`src/rtl/assert_macros.svh`:
```
// Assertion macros shared by the link width handshake controller RTL.
`ifndef ASSERT_MACROS_SVH
`define ASSERT_MACROS_SVH

// Check a property on every rising clock edge outside reset.
`define LWHC_ASSERT(label, clk, rst_n, prop, msg) \
  label: assert property (@(posedge clk) disable iff (!rst_n) (prop)) else $error(msg);

// Check that a consequent holds in the cycle after an antecedent.
`define LWHC_ASSERT_NEXT(label, clk, rst_n, ante, cons, msg) \
  label: assert property (@(posedge clk) disable iff (!rst_n) (ante) |=> (cons)) else $error(msg);

`endif

```
`src/rtl/lwhc_pkg.sv`:
```
// Types, codes and helper functions of the link width handshake controller.
`default_nettype none
package lwhc_pkg;

  localparam int SeqBits  = 16;  // sequence counter width, 4 to 32
  localparam int TxSeqW   = 16;
  localparam int WidthW   = 3;
  localparam int InDataW  = 16;
  localparam int OutDataW = 32;

  localparam logic [WidthW-1:0] WidthMax = 3'd4;

  typedef enum logic [2:0] {
    CMD_RECEIVE     = 3'd0,
    CMD_NARROW      = 3'd1,
    CMD_RESTORE     = 3'd2,
    CMD_NARROW_DONE = 3'd3,
    CMD_FULL_RESET  = 3'd4
  } cmd_e;

  typedef enum logic [3:0] {
    MSG_ENTRY_REQ = 4'd0,
    MSG_ENTRY_ACK = 4'd1,
    MSG_ENTRY_NAK = 4'd2,
    MSG_EXIT_REQ  = 4'd3,
    MSG_EXIT_ACK  = 4'd4,
    MSG_NAK_DLLP  = 4'd5,
    MSG_L1_REQ    = 4'd6,
    MSG_L1_ACK    = 4'd7,
    MSG_L1_NAK    = 4'd8
  } msg_e;

  // Kind field when no message goes out.
  localparam logic [3:0] KindNone = 4'd0;

  typedef enum logic [4:0] {
    MODE_L0       = 5'b00001,
    MODE_ENTERING = 5'b00010,
    MODE_EXITING  = 5'b00100,
    MODE_NARROWED = 5'b01000,
    MODE_L1_ENTRY = 5'b10000
  } mode_e;

  typedef enum logic [0:0] {
    CFG_PORT_ROLE  = 1'b0,
    CFG_FULL_WIDTH = 1'b1
  } cfg_idx_e;

  typedef struct packed {
    logic              traffic_queued;
    logic [WidthW-1:0] narrow_width_code;
    logic [WidthW-1:0] rx_width_code;
    logic [3:0]        rx_kind;
    logic [2:0]        cmd;
  } item_t;

  typedef struct packed {
    logic              exit_waiting;
    logic              entry_waiting;
    logic [WidthW-1:0] width_now_code;
    logic [2:0]        link_mode;
    logic [TxSeqW-1:0] tx_sequence;
    logic [WidthW-1:0] tx_width_code;
    logic [3:0]        tx_kind;
    logic              has_message;
  } result_t;

  typedef struct packed {
    logic              port_role;
    logic [WidthW-1:0] full_width_code;
  } cfg_t;

  function automatic logic [WidthW-1:0] clamp_width(logic [WidthW-1:0] w);
    return (w > WidthMax) ? WidthMax : w;
  endfunction

  function automatic logic [2:0] mode_code(mode_e m);
    logic [2:0] code;
    case (m)
      MODE_L0:       code = 3'd0;
      MODE_ENTERING: code = 3'd1;
      MODE_EXITING:  code = 3'd2;
      MODE_NARROWED: code = 3'd3;
      MODE_L1_ENTRY: code = 3'd4;
      default:       code = 3'd0;
    endcase
    return code;
  endfunction

endpackage
`default_nettype wire

```
`src/rtl/lwhc_in_stage.sv`:
```
// Input register of the link width handshake controller.
`default_nettype none
module lwhc_in_stage (
  input  wire                 clk_i,
  input  wire                 rst_ni,
  input  wire                 valid_i,
  output logic                ready_o,
  input  wire lwhc_pkg::item_t item_i,
  input  wire                 advance_i,
  output logic                valid_o,
  output lwhc_pkg::item_t     item_o
);

  logic            valid_q, valid_d;
  lwhc_pkg::item_t item_q;
  logic            load;

  // Free when empty or when the held item moves on this cycle.
  assign ready_o = !valid_q || advance_i;
  assign load    = valid_i && ready_o;
  assign valid_d = load || (valid_q && !advance_i);

  always_ff @(posedge clk_i or negedge rst_ni) begin
    if (!rst_ni) begin
      valid_q <= 1'b0;
    end else begin
      valid_q <= valid_d;
    end
  end

  always_ff @(posedge clk_i) begin
    if (load) begin
      item_q <= item_i;
    end
  end

  assign valid_o = valid_q;
  assign item_o  = item_q;

endmodule
`default_nettype wire

```
`src/rtl/lwhc_core.sv`:
```
// Handshake state and single-step update of the link width handshake controller.
`default_nettype none
`include "assert_macros.svh"
module lwhc_core (
  input  wire                 clk_i,
  input  wire                 rst_ni,
  input  wire                 advance_i,
  input  wire lwhc_pkg::item_t item_i,
  input  wire lwhc_pkg::cfg_t  cfg_i,
  output lwhc_pkg::result_t   result_o
);

  lwhc_pkg::mode_e                  mode_q, mode_d;
  logic                             entry_q, entry_d;
  logic                             exit_q, exit_d;
  logic                             replay_q, replay_d;
  logic [lwhc_pkg::WidthW-1:0]      width_q, width_d;
  logic [lwhc_pkg::SeqBits-1:0]     seq_q, seq_d;

  logic                             has_msg;
  logic [3:0]                       kind;
  logic [lwhc_pkg::WidthW-1:0]      tx_width;
  logic [lwhc_pkg::TxSeqW-1:0]      tx_seq;
  logic [lwhc_pkg::WidthW-1:0]      rx_w;
  logic [lwhc_pkg::WidthW-1:0]      nar_w;
  logic [lwhc_pkg::WidthW-1:0]      full_w;

  assign rx_w   = lwhc_pkg::clamp_width(item_i.rx_width_code);
  assign nar_w  = lwhc_pkg::clamp_width(item_i.narrow_width_code);
  assign full_w = lwhc_pkg::clamp_width(cfg_i.full_width_code);

  always_comb begin
    mode_d   = mode_q;
    entry_d  = entry_q;
    exit_d   = exit_q;
    replay_d = replay_q;
    width_d  = width_q;
    seq_d    = seq_q;
    has_msg  = 1'b0;
    kind     = lwhc_pkg::KindNone;
    tx_width = '0;
    tx_seq   = '0;
    case (item_i.cmd)
      lwhc_pkg::CMD_RECEIVE: begin
        case (item_i.rx_kind)
          lwhc_pkg::MSG_ENTRY_REQ: begin
            has_msg = 1'b1;
            // Refuse while a replay is pending or an upstream port has traffic.
            if (replay_q || (item_i.traffic_queued && cfg_i.port_role)) begin
              kind = lwhc_pkg::MSG_ENTRY_NAK;
            end else begin
              mode_d   = lwhc_pkg::MODE_ENTERING;
              kind     = lwhc_pkg::MSG_ENTRY_ACK;
              tx_width = rx_w;
            end
          end
          lwhc_pkg::MSG_ENTRY_ACK: begin
            entry_d = 1'b0;
          end
          lwhc_pkg::MSG_ENTRY_NAK: begin
            entry_d = 1'b0;
            mode_d  = lwhc_pkg::MODE_L0;
          end
          lwhc_pkg::MSG_EXIT_REQ: begin
            // Upstream yields on a simultaneous exit.
            if (exit_q && cfg_i.port_role) begin
              exit_d = 1'b0;
            end
            mode_d   = lwhc_pkg::MODE_EXITING;
            has_msg  = 1'b1;
            kind     = lwhc_pkg::MSG_EXIT_ACK;
            tx_width = rx_w;
          end
          lwhc_pkg::MSG_EXIT_ACK: begin
            exit_d = 1'b0;
          end
          lwhc_pkg::MSG_NAK_DLLP: begin
            replay_d = 1'b1;
          end
          lwhc_pkg::MSG_L1_REQ: begin
            has_msg = 1'b1;
            if (mode_q == lwhc_pkg::MODE_NARROWED) begin
              kind = lwhc_pkg::MSG_L1_NAK;
            end else begin
              mode_d = lwhc_pkg::MODE_L1_ENTRY;
              kind   = lwhc_pkg::MSG_L1_ACK;
            end
          end
          default: begin
          end
        endcase
      end
      lwhc_pkg::CMD_NARROW: begin
        entry_d  = 1'b1;
        mode_d   = lwhc_pkg::MODE_ENTERING;
        has_msg  = 1'b1;
        kind     = lwhc_pkg::MSG_ENTRY_REQ;
        tx_width = nar_w;
        tx_seq   = lwhc_pkg::TxSeqW'(seq_q);
        seq_d    = seq_q + lwhc_pkg::SeqBits'(1);
      end
      lwhc_pkg::CMD_RESTORE: begin
        exit_d   = 1'b1;
        mode_d   = lwhc_pkg::MODE_EXITING;
        has_msg  = 1'b1;
        kind     = lwhc_pkg::MSG_EXIT_REQ;
        tx_width = full_w;
        tx_seq   = lwhc_pkg::TxSeqW'(seq_q);
        seq_d    = seq_q + lwhc_pkg::SeqBits'(1);
      end
      lwhc_pkg::CMD_NARROW_DONE: begin
        mode_d  = lwhc_pkg::MODE_NARROWED;
        width_d = nar_w;
      end
      lwhc_pkg::CMD_FULL_RESET: begin
        mode_d   = lwhc_pkg::MODE_L0;
        width_d  = full_w;
        replay_d = 1'b0;
        entry_d  = 1'b0;
        exit_d   = 1'b0;
      end
      default: begin
      end
    endcase
  end

  always_ff @(posedge clk_i or negedge rst_ni) begin
    if (!rst_ni) begin
      mode_q   <= lwhc_pkg::MODE_L0;
      entry_q  <= 1'b0;
      exit_q   <= 1'b0;
      replay_q <= 1'b0;
      width_q  <= lwhc_pkg::WidthMax;
      seq_q    <= '0;
    end else if (advance_i) begin
      mode_q   <= mode_d;
      entry_q  <= entry_d;
      exit_q   <= exit_d;
      replay_q <= replay_d;
      width_q  <= width_d;
      seq_q    <= seq_d;
    end
  end

  always_comb begin
    result_o.has_message    = has_msg;
    result_o.tx_kind        = kind;
    result_o.tx_width_code  = tx_width;
    result_o.tx_sequence    = tx_seq;
    result_o.link_mode      = lwhc_pkg::mode_code(mode_d);
    result_o.width_now_code = width_d;
    result_o.entry_waiting  = entry_d;
    result_o.exit_waiting   = exit_d;
  end

  `LWHC_ASSERT_NEXT(a_full_reset_clears, clk_i, rst_ni,
    advance_i && (item_i.cmd == lwhc_pkg::CMD_FULL_RESET),
    !entry_q && !exit_q && !replay_q, "full reset left a pending flag set")
  `LWHC_ASSERT_NEXT(a_seq_step, clk_i, rst_ni,
    advance_i && ((item_i.cmd == lwhc_pkg::CMD_NARROW) ||
    (item_i.cmd == lwhc_pkg::CMD_RESTORE)),
    seq_q == lwhc_pkg::SeqBits'($past(seq_q) + lwhc_pkg::SeqBits'(1)),
    "sequence counter did not step")

endmodule
`default_nettype wire

```
`src/rtl/lwhc_out_stage.sv`:
```
// Result register of the link width handshake controller.
`default_nettype none
module lwhc_out_stage (
  input  wire                 clk_i,
  input  wire                 rst_ni,
  input  wire                 advance_i,
  input  wire lwhc_pkg::result_t result_i,
  input  wire                 ready_i,
  output logic                valid_o,
  output lwhc_pkg::result_t   result_o
);

  logic              valid_q, valid_d;
  lwhc_pkg::result_t result_q;

  assign valid_d = advance_i || (valid_q && !ready_i);

  always_ff @(posedge clk_i or negedge rst_ni) begin
    if (!rst_ni) begin
      valid_q <= 1'b0;
    end else begin
      valid_q <= valid_d;
    end
  end

  always_ff @(posedge clk_i) begin
    if (advance_i) begin
      result_q <= result_i;
    end
  end

  assign valid_o  = valid_q;
  assign result_o = result_q;

endmodule
`default_nettype wire

```
`src/rtl/link_width_handshake_controller_core.sv`:
```
// Top level of the link width handshake controller: one port's side of the width handshake.
//
// Each input transaction carries one event (received message, local narrow or
// restore request, narrowing done, full reset) and yields exactly one result
// transaction: the message to send, if any, and the link state after the event.
// An event lands in the input register, then the update logic moves the state
// and fills the result register, so one event per cycle is taken while the
// result side keeps up. Each event passes the input register and then the
// result register before its result transaction completes. Throughput
// stays at one transaction per cycle as long as the result side keeps
// m_axis_tready high; with both registers full, s_axis_tready follows
// m_axis_tready. Write port_role (index 0) and full_width_code (index 1) through
// the cfg channel only while no event is in flight; the channel is always ready.
// Width codes above x16 saturate to x16.
`default_nettype none
`include "assert_macros.svh"
module link_width_handshake_controller_core (
  input  wire         clk_i,
  input  wire         rst_ni,
  // configuration write channel
  input  wire         cfg_valid_i,
  output logic        cfg_ready_o,
  input  wire  [0:0]  cfg_index_i,
  input  wire  [2:0]  cfg_data_i,
  // event stream
  input  wire         s_axis_tvalid,
  output logic        s_axis_tready,
  // [2:0] cmd, [6:3] rx_kind, [9:7] rx_width_code, [12:10] narrow_width_code,
  // [13] traffic_queued, [15:14] zero
  input  wire  [15:0] s_axis_tdata,
  // result stream
  output logic        m_axis_tvalid,
  input  wire         m_axis_tready,
  // [0] has_message, [4:1] tx_kind, [7:5] tx_width_code, [23:8] tx_sequence,
  // [26:24] link_mode, [29:27] width_now_code, [30] entry_waiting, [31] exit_waiting
  output logic [31:0] m_axis_tdata
);

  lwhc_pkg::cfg_t    cfg_q;
  lwhc_pkg::item_t   in_item, held_item;
  lwhc_pkg::result_t step_result, out_result;
  logic              held_valid;
  logic              advance;
  logic              cfg_write;

  // Configuration registers.
  assign cfg_ready_o = 1'b1;
  assign cfg_write   = cfg_valid_i && cfg_ready_o;

  always_ff @(posedge clk_i or negedge rst_ni) begin
    if (!rst_ni) begin
      cfg_q.port_role       <= 1'b0;
      cfg_q.full_width_code <= lwhc_pkg::WidthMax;
    end else if (cfg_write) begin
      case (cfg_index_i)
        lwhc_pkg::CFG_PORT_ROLE:  cfg_q.port_role       <= cfg_data_i[0];
        lwhc_pkg::CFG_FULL_WIDTH: cfg_q.full_width_code <= cfg_data_i;
        default: begin
        end
      endcase
    end
  end

  // Unpack the event transaction.
  always_comb begin
    in_item.cmd               = s_axis_tdata[2:0];
    in_item.rx_kind           = s_axis_tdata[6:3];
    in_item.rx_width_code     = s_axis_tdata[9:7];
    in_item.narrow_width_code = s_axis_tdata[12:10];
    in_item.traffic_queued    = s_axis_tdata[13];
  end

  // Step the held event when the result register is empty or being drained.
  assign advance = held_valid && (!m_axis_tvalid || m_axis_tready);

  lwhc_in_stage u_in_stage (
    .clk_i     (clk_i),
    .rst_ni    (rst_ni),
    .valid_i   (s_axis_tvalid),
    .ready_o   (s_axis_tready),
    .item_i    (in_item),
    .advance_i (advance),
    .valid_o   (held_valid),
    .item_o    (held_item)
  );

  lwhc_core u_core (
    .clk_i     (clk_i),
    .rst_ni    (rst_ni),
    .advance_i (advance),
    .item_i    (held_item),
    .cfg_i     (cfg_q),
    .result_o  (step_result)
  );

  lwhc_out_stage u_out_stage (
    .clk_i     (clk_i),
    .rst_ni    (rst_ni),
    .advance_i (advance),
    .result_i  (step_result),
    .ready_i   (m_axis_tready),
    .valid_o   (m_axis_tvalid),
    .result_o  (out_result)
  );

  // Pack the result transaction.
  always_comb begin
    m_axis_tdata[0]     = out_result.has_message;
    m_axis_tdata[4:1]   = out_result.tx_kind;
    m_axis_tdata[7:5]   = out_result.tx_width_code;
    m_axis_tdata[23:8]  = out_result.tx_sequence;
    m_axis_tdata[26:24] = out_result.link_mode;
    m_axis_tdata[29:27] = out_result.width_now_code;
    m_axis_tdata[30]    = out_result.entry_waiting;
    m_axis_tdata[31]    = out_result.exit_waiting;
  end

  `LWHC_ASSERT_NEXT(a_advance_fills_out, clk_i, rst_ni, advance, m_axis_tvalid,
    "stepped event produced no result")
  `LWHC_ASSERT_NEXT(a_held_item_stays, clk_i, rst_ni, held_valid && !advance,
    held_valid && $stable(held_item), "held event lost while stalled")

endmodule
`default_nettype wire
```
`config.mk`:
```
export PLATFORM = sky130hd
export DESIGN_NAME = link_width_handshake_controller_core
export DESIGN_NICKNAME = d
export VERILOG_FILES = /design/src/rtl/lwhc_pkg.sv /design/src/rtl/lwhc_in_stage.sv /design/src/rtl/lwhc_core.sv /design/src/rtl/lwhc_out_stage.sv /design/src/rtl/link_width_handshake_controller_core.sv
export VERILOG_INCLUDE_DIRS = /design/src /design/src/rtl
export SDC_FILE = /design/constraint.sdc
export NUM_CORES = 1
export LEC_CHECK = 0
export ABC_CLOCK_PERIOD_IN_PS = 2400
export BUFFER_PORTS_ARGS = -buffer_cell sky130_fd_sc_hd__buf_4
export CAP_MARGIN = 20
export CORE_MARGIN = 5
export CORE_UTILIZATION = 56
export CTS_CLUSTER_DIAMETER = 80
export DETAILED_ROUTE_END_ITERATION = 8
export GPL_TIMING_DRIVEN = 0
export PLACE_DENSITY = 0.79
export SKIP_LAST_GASP = 1
export SLEW_MARGIN = 20
export SYNTH_ARGS = -nofsm -noshare
export SYNTH_HDL_FRONTEND = slang
export SYNTH_SLANG_ARGS = --single-unit
```
`constraint.sdc`:
```
create_clock -name clk_i -period 2.4 [get_ports clk_i]
set_input_delay 0.24 -clock clk_i [delete_from_list [all_inputs] [get_ports clk_i]]
set_output_delay 0.24 -clock clk_i [all_outputs]
set_load 0.05 [all_outputs]
```
After elaboration in Yosys (flattened, before gate mapping)
Index checks and enable logic that the tools add are counted.
- bits in registers: 79
- bits of input ports: 25
- output and inout bits: 35
- $add $sub $neg: 1
- order comparisons: 3
- eq/ne operators: 16
- muxes and demuxes: 25
- bitwise logic cells: 1
- reduce and logical (&&, ||, !) cells: 25
- operators by type and width (cell ; count):
    $pmux 5 s5 ; 1
    $pmux 5 s4 ; 1
    $add 16x1->16 const B ; 1
    $eq 4x3->1 const B ; 3
    $mux 3 ; 4
    $pmux 3 s2 ; 2
    $pmux 3 s4 ; 1
    $pmux 4 s3 ; 1
    $eq 5x4->1 const B ; 2
    $mux 5 ; 2
    $gt 3x3->1 const B ; 3
    $pmux 3 s3 ; 1
    $eq 4x2->1 const B ; 2
    $pmux 4 s2 ; 1
    $eq 3x2->1 const B ; 2
    $logic_and 1x1->1 ; 6
    $pmux 1 s2 ; 3
    $pmux 1 s3 ; 2
    $reduce_and 2->1 ; 3
    $eq 5x2->1 const B ; 1
    $eq 5x3->1 const B ; 1
    $eq 5x5->1 const B ; 1
    $logic_or 1x1->1 ; 5
    $eq 4x1->1 const B ; 1
    other kinds (14) ; 21

Depth between registers and ports, before layout
- word-level depth: 7
- mapped depth: 8
- gate-level depth less buffers: 6

Hierarchy
Synthesis repeated with hierarchy kept, for this count alone.
- cell total of the unflattened synthesis: 303
- area total of the unflattened synthesis: 3758.6 um2
- by module, submodules not included (module ; instances ; cells each ; area each (um2) ; seq. area each (um2)):
    lwhc_core ; 1 ; 236 ; 2104.5 ; 678.2
    lwhc_out_stage ; 1 ; 35 ; 997.2 ; 985.9
    lwhc_in_stage ; 1 ; 18 ; 474.2 ; 445.4
    link_width_handshake_controller_core ; 1 ; 14 ; 182.7 ; 101.3

Worst setup path after synthesis
Ideal clock, no wire load.
- kind: register -> register
- start point: reg u_out_stage.valid_q, in the netlist u_out_stage.valid_o
- end point: reg u_core.seq_q[15] (netlist bit)
- arrival: 1990 ps
- slack: 288 ps
- cell stages (with the launch flop): 8
- buffers on the path: 1
- clock period less this slack: 2112 ps
- path through: dfrtp_1 > nand2b_1 > nand2_1 > inv_2 > and4_1 > buf_2 > nand4_1 > xnor2_1
- cells in the longest elaborated chain, start to end: 4
- ends and longest elaborated chain (element ; line ; source):
    from (decl) ; lwhc_out_stage.sv:13 ; logic valid_q, valid_d;
    from (signal assigned) ; lwhc_out_stage.sv:22 ; valid_q <= valid_d;
    $logic_not 1->1 ; link_width_handshake_controller_core.sv:74 ; assign advance = held_valid && (!m_axis_tvalid || m_axis_tready);
    $logic_or 1x1->1 ; link_width_handshake_controller_core.sv:74 ;
    $logic_and 1x1->1 ; link_width_handshake_controller_core.sv:74 ;
    net advance ; link_width_handshake_controller_core.sv:43 ; logic advance;
    $reduce_and 2->1 (no line) ; n/a ;
    to (signal assigned) ; lwhc_core.sv:141 ; seq_q <= seq_d;
    to (decl) ; lwhc_core.sv:18 ; logic [lwhc_pkg::SeqBits-1:0] seq_q, seq_d;
The timed path passes the listed nets, and every way through them passes these cells.
A chain may end at the register's enable or synchronous reset.

Worst setup path in the final report
- start point: reg u_out_stage.valid_q, in the netlist u_out_stage.valid_o
- end point: reg u_core.seq_q[5] (netlist bit)
Same word-level chain as after synthesis.

==> summary.md <==
| Metric | Value |
|---|---|
| Run status | `finished clean` |
| Fraction of registers with async set/reset | `41.8%` |
| Post-CTS Setup Repair Bufs | `0` |
| Met1 wire length | `~3000 µm` |
| Max Root-Sink Buffers | `2` |
| Cts bufs inserted | `9` |
| First-pass GRT wire length | `~12000 µm` |
| Routed via count | `about 2600` |
| Seq/Total Area, Yosys | `60.7%` |
| Syn Nets | `around 340` |
| HP Class | `input pin to flip-flop` |
| RSZ-0062 raised after global routing | `false` |
| Min Clock Period, post-route | `roughly 2.1 ns` |
| Endpoint class of the critical path | `flip-flop` |
| Met2 routed WL | `3520 µm` |
| Post-synth EDFFs | `46` |
| Area grow syn2layout | `20.3%` |
| Residual DRC | `0` |
| Clk_skew | `about 0.017 ns` |
| Crit-path max FO | `39` |
| WL met3 | `518 µm` |
| Min setup slack post-route | `roughly 0.30 ns` |
| Synth Cell Area | `about 3600 µm²` |
| DRT Wirelength | `between 7000 and 8000 µm` |
| Arrival @ worst endpoint | `between 2 and 2.5 ns` |
| Die Y | `between 90 and 100 µm` |
| Final setup fails | `0` |
| Worst-path clk slew | `0.09 ns` |
| Gp weighted congestion | `0.905` |
| First-pass DRT Iterations | `5` |
| MaxCap Viol Count | `0` |
| Total grt overflow | `0` |
| Cells on worst reg2reg path | `7` |
| Drt wl/cell | `around 16 µm` |
| Max rail drop VDD | `about 470 µV` |
| Lkg Pwr | `roughly 1.8 nW` |
| Core area | `6350 µm²` |
| Average vias per placed instance | `around 5.6` |
| Initial Util | `about 57%` |
| Die ar. | `around 8200 µm²` |
| Post-DP HPWL | `5050 µm` |
| R2R Path End | `u_core.seq_q[5]` |
| Layout cells sized above 1 | `between 20 and 30%` |
| Cell area after layout | `around 4400 µm²` |
| Initial antenna violation count | `0` |
| Final Cycle Share | `87.7%` |
| Final hold violation count | `0` |
| Final Util | `69.0%` |
| Initial DRC Count | `150` |
| Vias in the first global route | `about 2600` |
| Worst R2R Start | `u_out_stage.valid_o` |
| Worst Tran Pin Value | `0.596 ns` |
| Row count | `29` |
| DRT antenna net count | `0` |
| Antenna fix cells | `0` |
| Reg2reg setup slack | `around 0.30 ns` |
| # IOs | `60` |
| Yosys warning total | `0` |
| Critical path class | `flip-flop to flip-flop` |
| Gr usage total | `a little under a fifth` |
| Normalized max-slew margin | `between 60% and 70%` |
| Largest net degree at the start of global routing | `40` |
| Worst slack, placed | `approximately 0.064 ns` |
| Fmax | `between 400 and 500 MHz` |
| CP startpoint | `u_out_stage.valid_o` |
| Root Driver | `clkbuf_8` |
| Worst setup SP type | `flip-flop` |
| Setup TNS | `0 ns` |
| Port Buffer Count | `between 50 and 60` |
| DP Area | `between 4000 and 5000 µm²` |
| End point of the critical path | `u_core.seq_q[5]` |
| Post-Syn Instances | `around 310` |
| Yosys cell types | `53` |
| CP required | `~2.6 ns` |
| CTS Sinks | `79` |
| Cell area power density | `approximately 790 nW/µm²` |
| Syn Area/Cell | `roughly 12 µm²` |
| Htree depth | `3` |
| Final nets | `between 400 and 500` |
| Ys flop type | `edfxtp_1` |
| TritonCTS clock tree | `done` |
| Pins Over Slew Limit | `0` |
| Flop and latch count out of synthesis | `79` |
| Max layer used | `met4` |
| Die X | `between 90 and 100 µm` |
| Worst skew pair latency | `between 0.3 and 0.4 ns` |
==> synthesized netlist by cell type (all sizes together), types with 2 or more instances <==
| library cell | n | area [µm²] |
|---|---|---|
| edfxtp | 46 | 1380 |
| nand2 | 35 | 131 |
| dfrtp | 30 | 751 |
| o21ai | 22 | 110 |
| nor2 | 20 | 75.1 |
| and2 | 18 | 113 |
| xnor2 | 15 | 131 |
| buf | 14 | 93.8 |
| a21oi | 10 | 50.1 |
| mux2 | 9 | 101 |
| nand3 | 7 | 35.0 |
| nor2b | 7 | 43.8 |
| inv | 6 | 22.5 |
| nor3 | 6 | 35.0 |
| a21o | 5 | 37.5 |
| nand2b | 5 | 31.3 |
| nand4 | 5 | 31.3 |
| a31oi | 4 | 25.0 |
| a221o | 3 | 30.0 |
| and4 | 3 | 26.3 |
| clkbuf | 3 | 11.3 |
| dfstp | 3 | 78.8 |
| nor4b | 3 | 26.3 |
| o211ai | 3 | 22.5 |
| o22ai | 3 | 18.8 |
| xor2 | 3 | 26.3 |
| a21boi | 2 | 15.0 |
| a22oi | 2 | 20.0 |
| and3 | 2 | 12.5 |
==> layer usage <==
metal | track usage, % | up-vias
met1 | 23.9 | 1211
met5 | 0 | -
met3 | 5.67 | 11
met4 | 7.20 | 0
li1 | - | 1258
met2 | 29.6 | 105
==> worst max-delay path, stage by stage, from the launching register on <==
cell and delay (ns):
dfrtp_1 0.41, nand2b_1 0.11, nand2_1 0.28, inv_4 0.47
and4_1 0.26, buf_2 0.18, nand3_1 0.11, xnor2_1 0.14
==> how the worst min path moves through the flow <==
stage                startpoint                     to  slack (ns)  cells past startpoint
6_report       s_axis_tdata[10]  u_in_stage.item_o[10]        0.06                      1
5_1_grt        s_axis_tdata[10]  u_in_stage.item_o[10]        0.04                      1
4_1_cts        s_axis_tdata[10]  u_in_stage.item_o[10]        0.04                      1
3_5_place_dp             rst_ni    u_out_stage.valid_o        0.21                      1
3_3_place_gp             rst_ni     u_in_stage.valid_o        0.20                      1
2_1_floorplan            rst_ni               cfg_q[0]       -0.06                      0
==> layout by cell type (no fill, tap or decap), types with 4 or more instances in the layout <==
master,Yosys,routed
a21o_1,5,5
xnor2_1,15,15
and2_1,18,18
inv_1,5,5
nor2b_1,7,7
nand4_1,5,5
edfxtp_1,46,46
o21ai_0,20,20
nor3_1,5,5
buf_4,2,58
nand2b_1,5,5
nand3_1,7,7
clkbuf_8,0,9
a31oi_1,4,4
a21oi_1,10,10
nand2_1,35,35
buf_2,9,9
dfrtp_1,30,30
nor2_1,20,20
mux2_2,9,9
==> layout make-up <==
type | count | area (µm²)
fillers | 454 | 1970
plain buffers | 17 | 105
clock buffers | 9 | 124
clock inverters | 7 | 86.3
repair buffers | 57 | 430
well taps | 77 | 96.3
flip-flops and latches | 79 | 2210
inverters | 6 | 25.0
multi-input cells | 210 | 1300
==> cells by family after synthesis <==
group,share of synthesized area (%)
adders and majority gates,0.343
DFF,60.7
xor gates and xnor gates,4.33
other,0.103
and+or+nand+nor,17.3
muxes,2.78
buffers and inverters,3.50
AOI/OAI and AO/OA,10.9
==> where the power goes <==
| part | total, mW | internal (mW) | switching, mW |
|---|---|---|---|
| Sequential | 1.74 | 1.62 | 0.118 |
| Combinational | 0.676 | 0.254 | 0.422 |
| Clock | 1.03 | 0.503 | 0.525 |
| Total | 3.44 | 2.38 | 1.06 |
==> what timing repair did <==
item | CTS | global route
endpoints found under the hold margin | 30 | 0
endpoints found under the setup margin | 0 | 13
hold buffers | 1 | 0
gates resized for setup | 0 | 2
==> through the flow <==
step | total power, mW | cells | hold WS [ns]
2_1_floorplan | 2.22 | 312 | -0.0556
3_3_place_gp | 2.42 | 445 | 0.204
3_5_place_dp | 2.44 | 445 | 0.213
4_1_cts | 3.48 | 462 | 0.0387
5_1_grt | 3.61 | 462 | 0.0355
6_report | 3.44 | 462 | 0.0550
==> flip-flops by register name, indices dropped and copies added, names as in the netlist <==
name,flops
u_core.exit_q,1
u_core.width_q,3
u_out_stage.result_o,32
u_in_stage.item_o,14
u_in_stage.valid_o,1
u_core.entry_q,1
u_core.seq_q,16
cfg_q,4
u_core.replay_q,1
u_out_stage.valid_o,1
u_core.mode_q,5
No activity file was read; power rests on OpenSTA's default activity.
